<file path="config.mk">
export PLATFORM = sky130hd
export DESIGN_NAME = rgb_terminal_palette_quantizer_unit
export DESIGN_NICKNAME = d
export VERILOG_FILES = /design/src/rtl/core/rtpq_pkg.sv /design/src/rtl/core/rgb_terminal_palette_quantizer_unit.sv
export SDC_FILE = /design/constraint.sdc
export NUM_CORES = 2
export LEC_CHECK = 0
export CAP_MARGIN = 10
export CORE_MARGIN = 5
export CORE_UTILIZATION = 40
export DETAILED_ROUTE_END_ITERATION = 8
export DONT_BUFFER_PORTS = 1
export GPL_ROUTABILITY_DRIVEN = 1
export GPL_TIMING_DRIVEN = 0
export HOLD_SLACK_MARGIN = 0.15
export SYNTH_ARGS = -nofsm -noshare
export SYNTH_HDL_FRONTEND = slang
export SYNTH_SLANG_ARGS = --single-unit
</file>
<file path="constraint.sdc">
create_clock -name i_clk -period 8.4 [get_ports i_clk]
set_input_delay 1.68 -clock i_clk [delete_from_list [all_inputs] [get_ports i_clk]]
set_output_delay 1.68 -clock i_clk [all_outputs]
set_load 0.005 [all_outputs]
</file>
<file path="src/rtl/core/rtpq_pkg.sv">
// Package: constants, types and lookup functions for the terminal palette quantizer.
`timescale 1ns / 1ps

package rtpq_pkg;

    // Field widths
    localparam int unsigned COLOR_W = 24;
    localparam int unsigned INDEX_W = 8;
    localparam int unsigned CH_W    = 8;

    // Internal widths
    localparam int unsigned SUM_W   = 10;  // r+g+b up to 765
    localparam int unsigned CSQ_W   = 12;  // cube channel error, diff up to 47
    localparam int unsigned CERR_W  = 14;  // three cube channel errors
    localparam int unsigned SQ_W    = 16;  // full 8-bit diff squared
    localparam int unsigned DIST_W  = 18;  // three full squares
    localparam int unsigned STEP_W  = 5;   // grey step 0..23
    localparam int unsigned CIDX_W  = 3;   // cube level 0..5
    localparam int unsigned AIDX_W  = 4;   // ansi color 0..15
    localparam int unsigned ACODE_W = 2;   // ansi channel level code

    // Floor divide by 3 via reciprocal, exact for sums up to 765
    localparam logic [SUM_W-1:0] MEAN_RECIP = 10'd683;
    localparam int unsigned      MEAN_SHIFT = 11;
    // Floor divide by 10 via reciprocal, exact for values up to 234
    localparam logic [CH_W-1:0]  STEP_RECIP = 8'd205;
    localparam int unsigned      STEP_SHIFT = 11;

    // Grey ramp limits
    localparam logic [CH_W-1:0]   GREY_LO     = 8'd8;
    localparam logic [CH_W-1:0]   GREY_HI     = 8'd238;
    localparam logic [CH_W-1:0]   GREY_OFS    = 8'd3;
    localparam logic [STEP_W-1:0] GREY_MAX    = 5'd23;
    localparam logic [CH_W-1:0]   GREY_BASE_L = 8'd8;
    localparam logic [CH_W-1:0]   GREY_STRIDE = 8'd10;

    // Palette index bases
    localparam logic [INDEX_W-1:0] GREY_BASE = 8'd232;
    localparam logic [INDEX_W-1:0] CUBE_BASE = 8'd16;
    localparam logic [INDEX_W-1:0] CUBE_R_WT = 8'd36;
    localparam logic [INDEX_W-1:0] CUBE_G_WT = 8'd6;

    // Palette modes
    localparam logic MODE_CUBE = 1'b0;
    localparam logic MODE_ANSI = 1'b1;

    // ANSI channel level codes
    localparam logic [ACODE_W-1:0] AC_00 = 2'd0;
    localparam logic [ACODE_W-1:0] AC_80 = 2'd1;
    localparam logic [ACODE_W-1:0] AC_C0 = 2'd2;
    localparam logic [ACODE_W-1:0] AC_FF = 2'd3;

    localparam int unsigned N_ANSI  = 16;
    localparam int unsigned N_ACODE = 4;
    localparam int unsigned N_GROUP = 4;

    typedef logic [CH_W-1:0] t_ch;

    // ANSI table as per-channel level codes {r, g, b}
    localparam logic [3*ACODE_W-1:0] ANSI_CODE [N_ANSI] = '{
        {AC_00, AC_00, AC_00}, {AC_80, AC_00, AC_00},
        {AC_00, AC_80, AC_00}, {AC_80, AC_80, AC_00},
        {AC_00, AC_00, AC_80}, {AC_80, AC_00, AC_80},
        {AC_00, AC_80, AC_80}, {AC_C0, AC_C0, AC_C0},
        {AC_80, AC_80, AC_80}, {AC_FF, AC_00, AC_00},
        {AC_00, AC_FF, AC_00}, {AC_FF, AC_FF, AC_00},
        {AC_00, AC_00, AC_FF}, {AC_FF, AC_00, AC_FF},
        {AC_00, AC_FF, AC_FF}, {AC_FF, AC_FF, AC_FF}
    };

    // Nearest cube level, ties to the lower level
    function automatic logic [CIDX_W-1:0] cube_snap(input t_ch v);
        logic [CIDX_W-1:0] idx;
        if (v <= 8'd47)       idx = 3'd0;
        else if (v <= 8'd115) idx = 3'd1;
        else if (v <= 8'd155) idx = 3'd2;
        else if (v <= 8'd195) idx = 3'd3;
        else if (v <= 8'd235) idx = 3'd4;
        else                  idx = 3'd5;
        return idx;
    endfunction

    // Cube level value for an index
    function automatic t_ch cube_level(input logic [CIDX_W-1:0] idx);
        t_ch lvl;
        case (idx)
            3'd0:    lvl = 8'd0;
            3'd1:    lvl = 8'd95;
            3'd2:    lvl = 8'd135;
            3'd3:    lvl = 8'd175;
            3'd4:    lvl = 8'd215;
            default: lvl = 8'd255;
        endcase
        return lvl;
    endfunction

    // ANSI channel value for a level code
    function automatic t_ch ansi_level(input logic [ACODE_W-1:0] code);
        t_ch lvl;
        case (code)
            AC_00:   lvl = 8'h00;
            AC_80:   lvl = 8'h80;
            AC_C0:   lvl = 8'hC0;
            default: lvl = 8'hFF;
        endcase
        return lvl;
    endfunction

    // Absolute difference of two channel values
    function automatic t_ch abs_diff(input t_ch a, input t_ch b);
        return (a >= b) ? t_ch'(a - b) : t_ch'(b - a);
    endfunction

endpackage

</file>
<file path="src/rtl/core/rgb_terminal_palette_quantizer_unit.sv">
// Top level: five-stage pipelined RGB to terminal palette index quantizer.
//
//  channel | direction | handshake         | payload
//  --------+-----------+-------------------+---------------------
//  input   | in        | i_valid / o_stall | i_color_rgb [23:0]
//  output  | out       | o_valid / i_stall | o_palette_index [7:0]
//  config  | in        | i_cfg_we          | i_cfg_data (palette mode)
//
// One item per cycle sustained while i_stall is low.
// Stage 1 snaps channels and sums them, stage 2 divides the sum and squares errors,
// stage 3 forms the grey step and distance sums, stage 4 squares grey errors and
// reduces ANSI groups, stage 5 makes the final choice into the output register.
// Each stage loads when it is empty or the one after it moves, so bubbles collapse.
// o_stall rises only when all five stages hold items and the output is stalled.
// Reset (synchronous, active low) clears the valid bits and sets cube mode.
`timescale 1ns / 1ps

module rgb_terminal_palette_quantizer_unit
    import rtpq_pkg::*;
(
    input  logic               i_clk,
    input  logic               i_rst_n,
    input  logic               i_cfg_we,
    input  logic               i_cfg_data,
    input  logic               i_valid,
    output logic               o_stall,
    input  logic [COLOR_W-1:0] i_color_rgb,
    output logic               o_valid,
    input  logic               i_stall,
    output logic [INDEX_W-1:0] o_palette_index
);

    // Mode register
    logic r_mode;

    // Stage valid bits and enables
    logic r_v1, r_v2, r_v3, r_v4, r_v5;
    logic en1, en2, en3, en4, en5;

    // Stage 1 registers
    t_ch              r_rgb1 [3];
    logic             r_mode1;
    logic [CIDX_W-1:0] r_ci1 [3];
    logic [SUM_W-1:0] r_sum1;

    // Stage 2 registers
    t_ch              r_rgb2 [3];
    logic             r_mode2;
    logic [CIDX_W-1:0] r_ci2 [3];
    t_ch              r_mean2;
    logic [CSQ_W-1:0] r_csq2 [3];
    logic [SQ_W-1:0]  r_asq2 [3][N_ACODE];

    // Stage 3 registers
    t_ch               r_rgb3 [3];
    logic              r_mode3;
    logic [CIDX_W-1:0] r_ci3 [3];
    logic [STEP_W-1:0] r_step3;
    logic [CERR_W-1:0] r_cerr3;
    logic [DIST_W-1:0] r_adist3 [N_ANSI];

    // Stage 4 registers
    logic              r_mode4;
    logic [CIDX_W-1:0] r_ci4 [3];
    logic [STEP_W-1:0] r_step4;
    logic [CERR_W-1:0] r_cerr4;
    logic [SQ_W-1:0]   r_gsq4 [3];
    logic [DIST_W-1:0] r_gbest4 [N_GROUP];
    logic [AIDX_W-1:0] r_gidx4 [N_GROUP];

    // Stage 5 (output) register
    logic [INDEX_W-1:0] r_index5;

    // Next values
    t_ch               n_rgb1 [3];
    logic [CIDX_W-1:0] n_ci1 [3];
    logic [SUM_W-1:0]  n_sum1;
    t_ch               n_mean2;
    logic [CSQ_W-1:0]  n_csq2 [3];
    logic [SQ_W-1:0]   n_asq2 [3][N_ACODE];
    logic [STEP_W-1:0] n_step3;
    logic [CERR_W-1:0] n_cerr3;
    logic [DIST_W-1:0] n_adist3 [N_ANSI];
    logic [SQ_W-1:0]   n_gsq4 [3];
    logic [DIST_W-1:0] n_gbest4 [N_GROUP];
    logic [AIDX_W-1:0] n_gidx4 [N_GROUP];
    logic [INDEX_W-1:0] n_index5;

    // Stage enables, back to front
    assign en5     = !r_v5 || !i_stall;
    assign en4     = !r_v4 || en5;
    assign en3     = !r_v3 || en4;
    assign en2     = !r_v2 || en3;
    assign en1     = !r_v1 || en2;
    assign o_stall = !en1;

    assign o_valid         = r_v5;
    assign o_palette_index = r_index5;

    // Mode register
    always_ff @(posedge i_clk) begin
        if (!i_rst_n) begin
            r_mode <= MODE_CUBE;
        end else if (i_cfg_we) begin
            r_mode <= i_cfg_data;
        end
    end

    // Valid bits
    always_ff @(posedge i_clk) begin
        if (!i_rst_n) begin
            r_v1 <= 1'b0;
            r_v2 <= 1'b0;
            r_v3 <= 1'b0;
            r_v4 <= 1'b0;
            r_v5 <= 1'b0;
        end else begin
            if (en1) r_v1 <= i_valid;
            if (en2) r_v2 <= r_v1;
            if (en3) r_v3 <= r_v2;
            if (en4) r_v4 <= r_v3;
            if (en5) r_v5 <= r_v4;
        end
    end

    // Stage 1: split channels, snap to cube levels, channel sum
    always_comb begin
        n_rgb1[0] = i_color_rgb[23:16];
        n_rgb1[1] = i_color_rgb[15:8];
        n_rgb1[2] = i_color_rgb[7:0];
        for (int c = 0; c < 3; c++) begin
            n_ci1[c] = cube_snap(n_rgb1[c]);
        end
        n_sum1 = SUM_W'(n_rgb1[0]) + SUM_W'(n_rgb1[1]) + SUM_W'(n_rgb1[2]);
    end

    // Stage 2: mean by reciprocal, cube and ANSI channel squares
    always_comb begin
        logic [2*SUM_W-1:0] mprod;
        logic [SQ_W-1:0]    sq;
        t_ch                d;
        mprod   = r_sum1 * MEAN_RECIP;
        n_mean2 = mprod[MEAN_SHIFT +: CH_W];
        for (int c = 0; c < 3; c++) begin
            d         = abs_diff(r_rgb1[c], cube_level(r_ci1[c]));
            sq        = d * d;
            n_csq2[c] = sq[CSQ_W-1:0];
            for (int k = 0; k < N_ACODE; k++) begin
                d            = abs_diff(r_rgb1[c], ansi_level(ACODE_W'(k)));
                n_asq2[c][k] = d * d;
            end
        end
    end

    // Stage 3: grey step, cube error, ANSI distances
    always_comb begin
        t_ch          m_off;
        logic [SQ_W-1:0] sprod;
        m_off = r_mean2 - GREY_OFS;
        sprod = m_off * STEP_RECIP;
        if (r_mean2 <= GREY_LO)      n_step3 = '0;
        else if (r_mean2 >= GREY_HI) n_step3 = GREY_MAX;
        else                         n_step3 = sprod[STEP_SHIFT +: STEP_W];
        n_cerr3 = CERR_W'(r_csq2[0]) + CERR_W'(r_csq2[1]) + CERR_W'(r_csq2[2]);
        for (int i = 0; i < N_ANSI; i++) begin
            n_adist3[i] = DIST_W'(r_asq2[0][ANSI_CODE[i][5:4]])
                        + DIST_W'(r_asq2[1][ANSI_CODE[i][3:2]])
                        + DIST_W'(r_asq2[2][ANSI_CODE[i][1:0]]);
        end
    end

    // Stage 4: grey channel squares, ANSI minimum within groups of four
    always_comb begin
        t_ch lvl;
        t_ch d;
        lvl = GREY_BASE_L + t_ch'(GREY_STRIDE * t_ch'(r_step3));
        for (int c = 0; c < 3; c++) begin
            d         = abs_diff(r_rgb3[c], lvl);
            n_gsq4[c] = d * d;
        end
        // Strict less keeps the lowest index on ties
        for (int g = 0; g < N_GROUP; g++) begin
            n_gbest4[g] = r_adist3[g*N_GROUP];
            n_gidx4[g]  = AIDX_W'(g*N_GROUP);
            for (int k = 1; k < N_GROUP; k++) begin
                if (r_adist3[g*N_GROUP+k] < n_gbest4[g]) begin
                    n_gbest4[g] = r_adist3[g*N_GROUP+k];
                    n_gidx4[g]  = AIDX_W'(g*N_GROUP+k);
                end
            end
        end
    end

    // Stage 5: final choice
    always_comb begin
        logic [DIST_W-1:0] gerr;
        logic [DIST_W-1:0] abest;
        logic [AIDX_W-1:0] aidx;
        gerr  = DIST_W'(r_gsq4[0]) + DIST_W'(r_gsq4[1]) + DIST_W'(r_gsq4[2]);
        abest = r_gbest4[0];
        aidx  = r_gidx4[0];
        for (int g = 1; g < N_GROUP; g++) begin
            if (r_gbest4[g] < abest) begin
                abest = r_gbest4[g];
                aidx  = r_gidx4[g];
            end
        end
        if (r_mode4 == MODE_ANSI) begin
            n_index5 = INDEX_W'(aidx);
        end else if (gerr < DIST_W'(r_cerr4)) begin
            n_index5 = GREY_BASE + INDEX_W'(r_step4);
        end else begin
            n_index5 = CUBE_BASE
                     + INDEX_W'(CUBE_R_WT * INDEX_W'(r_ci4[0]))
                     + INDEX_W'(CUBE_G_WT * INDEX_W'(r_ci4[1]))
                     + INDEX_W'(r_ci4[2]);
        end
    end

    // Payload registers
    always_ff @(posedge i_clk) begin
        if (en1) begin
            r_rgb1  <= n_rgb1;
            r_mode1 <= r_mode;
            r_ci1   <= n_ci1;
            r_sum1  <= n_sum1;
        end
        if (en2) begin
            r_rgb2  <= r_rgb1;
            r_mode2 <= r_mode1;
            r_ci2   <= r_ci1;
            r_mean2 <= n_mean2;
            r_csq2  <= n_csq2;
            r_asq2  <= n_asq2;
        end
        if (en3) begin
            r_rgb3   <= r_rgb2;
            r_mode3  <= r_mode2;
            r_ci3    <= r_ci2;
            r_step3  <= n_step3;
            r_cerr3  <= n_cerr3;
            r_adist3 <= n_adist3;
        end
        if (en4) begin
            r_mode4  <= r_mode3;
            r_ci4    <= r_ci3;
            r_step4  <= r_step3;
            r_cerr4  <= r_cerr3;
            r_gsq4   <= n_gsq4;
            r_gbest4 <= n_gbest4;
            r_gidx4  <= n_gidx4;
        end
        if (en5) begin
            r_index5 <= n_index5;
        end
    end

endmodule

</file>
==> results.yml <==
outcome:
  status: "complete, no violations"
logic_synthesis:
  synthArstFlopShare_pct: 0
  synth.avg_cell_area_um2: 10.11
  yosysUniqueCellTypes: 105
  synthFlopType: "edfxtp_1"
  synth_top_area_share_pct: 28.24
  synth.cell_area_um2: 81350
  yosysTopAreaCell: "edfxtp_1"
  synth_common_cells: "ha_1, inv_1, nor2_1"
  synth_sequential_area_ratio_pct: 28.39
  synth.ff_latch_count: 771
  syn_inst: 8047
  yosysMostFrequentCell: "ha_1"
  synth_area_leaders: "edfxtp_1, ha_1, fa_1, xnor2_1, inv_1"
  synth_edf_count: 765
  yosysWarningCount: 0
clocking:
  tritoncts: "built"
  cts_max_level: 3
  cts.sinks: 771
  cts-root-buf: "clkbuf_16"
  clock_latency_ns: 0.74
  clockBufferDepth: 3
  cts_buffers: 95
  hold_buffers: 0
  clkTransAtPathRegs_ns: 0.06
route:
  routedWlPerCell_um: 19.77
  wl_um: 217800
  drtIter0Drc: 3942
  vias: 57940
  viasPerCell: 5.260
  drcViolationCount: 0
  antenna_left: 0
  first_pass_iters: 7
placement:
  gp_congestion: 0.9251
  placed_area_um2: 85230
  hpwlAfterDp_um: 181100
  dp_cells: 10780
  port_buffers: 0
grt:
  first_global_vias: 58980
  grt_pass1_wl_um: 335000
  antenna_found_initial: 8
  gr-usage-all-layers_pct: 20.48
  gr-total-overflow: 0
  grt_max_degree: 81
die:
  rows: 165
  die-area_um2: 212500
  die_x_um: 461.0
  dieHeight_um: 461.0
  core-area_um2: 202300
  io_pins: 40
  initial_utilization_pct: 40.21
hold_path:
  hold_class: "reg2reg"
critical_path:
  critical_path.max_fanout: 8
  crit_type: "reg2reg"
  cp.arrival_ns: 8.64
  crit_required_ns: 8.89
  worst_setup_path_end_kind: "flip-flop"
  critPathLaunchType: "flip-flop"
  slowest_stage: "fa_1"
  crit_path_max_incr_delay_ns: 0.55
sta:
  period_minus_slack_ns: 8.153
  rsz0062_at_grt: "true"
  worst_clock_skew_ns: 0.03357
  slew_viol_final: 0
  tns_ns: 0
  fmax_mhz: 122.7
  maxSlewHeadroom_pct: 8.896
  post-route-period-util_pct: 97.06
  setup_viol: 0
  tightestPinTransition_ns: 1.357
  hold_violations: 0
final_layout:
  syn2layout_area_growth_pct: 9.814
  final_nets: 10190
  stdcell_count: 11020
  drive_above_1_share_pct: 5.634
  fin_util_pct: 44.15
  final_area_um2: 89330
flow_run:
  cap_violations: 0
-- per-stage QoR --
step                      hold WS [ns]  worst slack (ns)
after floorplan                 0.4003            0.4053
final                           0.3924            0.2470
after global routing            0.4112          -0.04363
after CTS                       0.3999          -0.04346
after global placement          0.4019            -2.812
after detailed placement        0.4045           -0.9438
-- layer usage --
metal | GRT usage, % | share of wire (%)
met1 | 27.73 | 44
met3 | 2.766 | 6.1
met4 | 7.189 | 3.8
met2 | 33.70 | 46
met5 | 0 | 0
-- worst paths after layout --
path              start         end  slack (ns)  depth (start not counted)
max          r_step3[1]  r_gsq4[31]        0.25                         30
min            r_ci2[2]    r_ci3[2]        0.39                          0
max reg2reg  r_step3[1]  r_gsq4[31]        0.25                         30
min reg2reg    r_ci2[2]    r_ci3[2]        0.39                          0
-- final cells by class --
cell class	instances	area [µm²]
multi-input combinational	6035	53970
tap	2672	3343
inverter	1180	4456
fill	19030	113000
sequential	771	23090
clock inverter	67	732.0
timing repair buffer	74	820.8
antenna	1	2.502
buffer	106	464.2
clock buffer	109	2451
-- layout by cell type (no fill, tap or decap), types with 18 or more instances in the layout --
master / synthesis / layout
and2_1: 37 / 37
mux2_1: 18 / 18
a221oi_1: 21 / 18
conb_1: 2 / 51
nand2b_1: 64 / 63
mux2i_1: 137 / 130
clkinv_1: 12 / 26
clkbuf_16: 0 / 96
nand2_1: 378 / 377
or2_2: 39 / 39
o41a_1: 23 / 23
inv_1: 1168 / 1161
a21oi_2: 8 / 19
xor2_1: 156 / 151
o21ai_0: 208 / 205
clkbuf_1: 83 / 84
nor2b_1: 67 / 66
buf_4: 5 / 62
ha_1: 1338 / 1332
o21a_1: 86 / 86
a31oi_1: 41 / 41
edfxtp_1: 765 / 765
nand3_1: 68 / 67
or3_1: 20 / 20
nor3_1: 130 / 130
a21oi_1: 540 / 529
o41ai_1: 24 / 21
and3_1: 31 / 31
mux2_2: 56 / 55
o21ai_1: 29 / 28
fa_1: 555 / 553
xnor2_1: 551 / 545
a21o_1: 173 / 173
nor2_1: 785 / 778
o21bai_1: 126 / 126
nand4_1: 41 / 41
o211ai_1: 20 / 20
-- critical path, delay by kind of cell (launching register included) --
kind            cells  cell delay (ns)
buf+inv             6             0.55
compound gates      7             1.02
simple gates        3             0.75
fa+ha+maj          10             4.06
mux                 1             0.36
xor+xnor            3             0.63
flops               1             0.52
-- what timing repair did --
item                       CTS  global route
setup endpoints to repair   49            46
buffers inserted            24            33
pin swaps                    8            22
gates resized for setup     37            76
-- registers in the layout, summed over array words and instances (netlist names), 10 cells and up --
| name | count |
|---|---|
| r_sum1 | 10 |
| r_cerr4 | 14 |
| r_rgb3 | 24 |
| r_asq2 | 165 |
| r_cerr3 | 14 |
| r_gbest4 | 72 |
| r_rgb2 | 24 |
| r_rgb1 | 24 |
| r_gsq4 | 45 |
| r_csq2 | 33 |
| r_adist3 | 266 |
-- cells by family (layout without fill, tap and decap cells) --
family | Yosys count | after routing | share of synthesized area [%]
compound gates | 1447 | 1447 | 11.40
xor+xnor | 712 | 712 | 7.726
fa+ha+maj | 1896 | 1896 | 34.28
buf+inv | 1290 | 1536 | 6.002
flops | 771 | 771 | 28.39
mux | 213 | 213 | 2.745
other cells | 2 | 52 | 0.009232
simple gates | 1716 | 1716 | 9.453
Power is left out: the tool's default activity adds up to more than one toggle a clock period on the data nets, which glitch-free logic cannot reach.
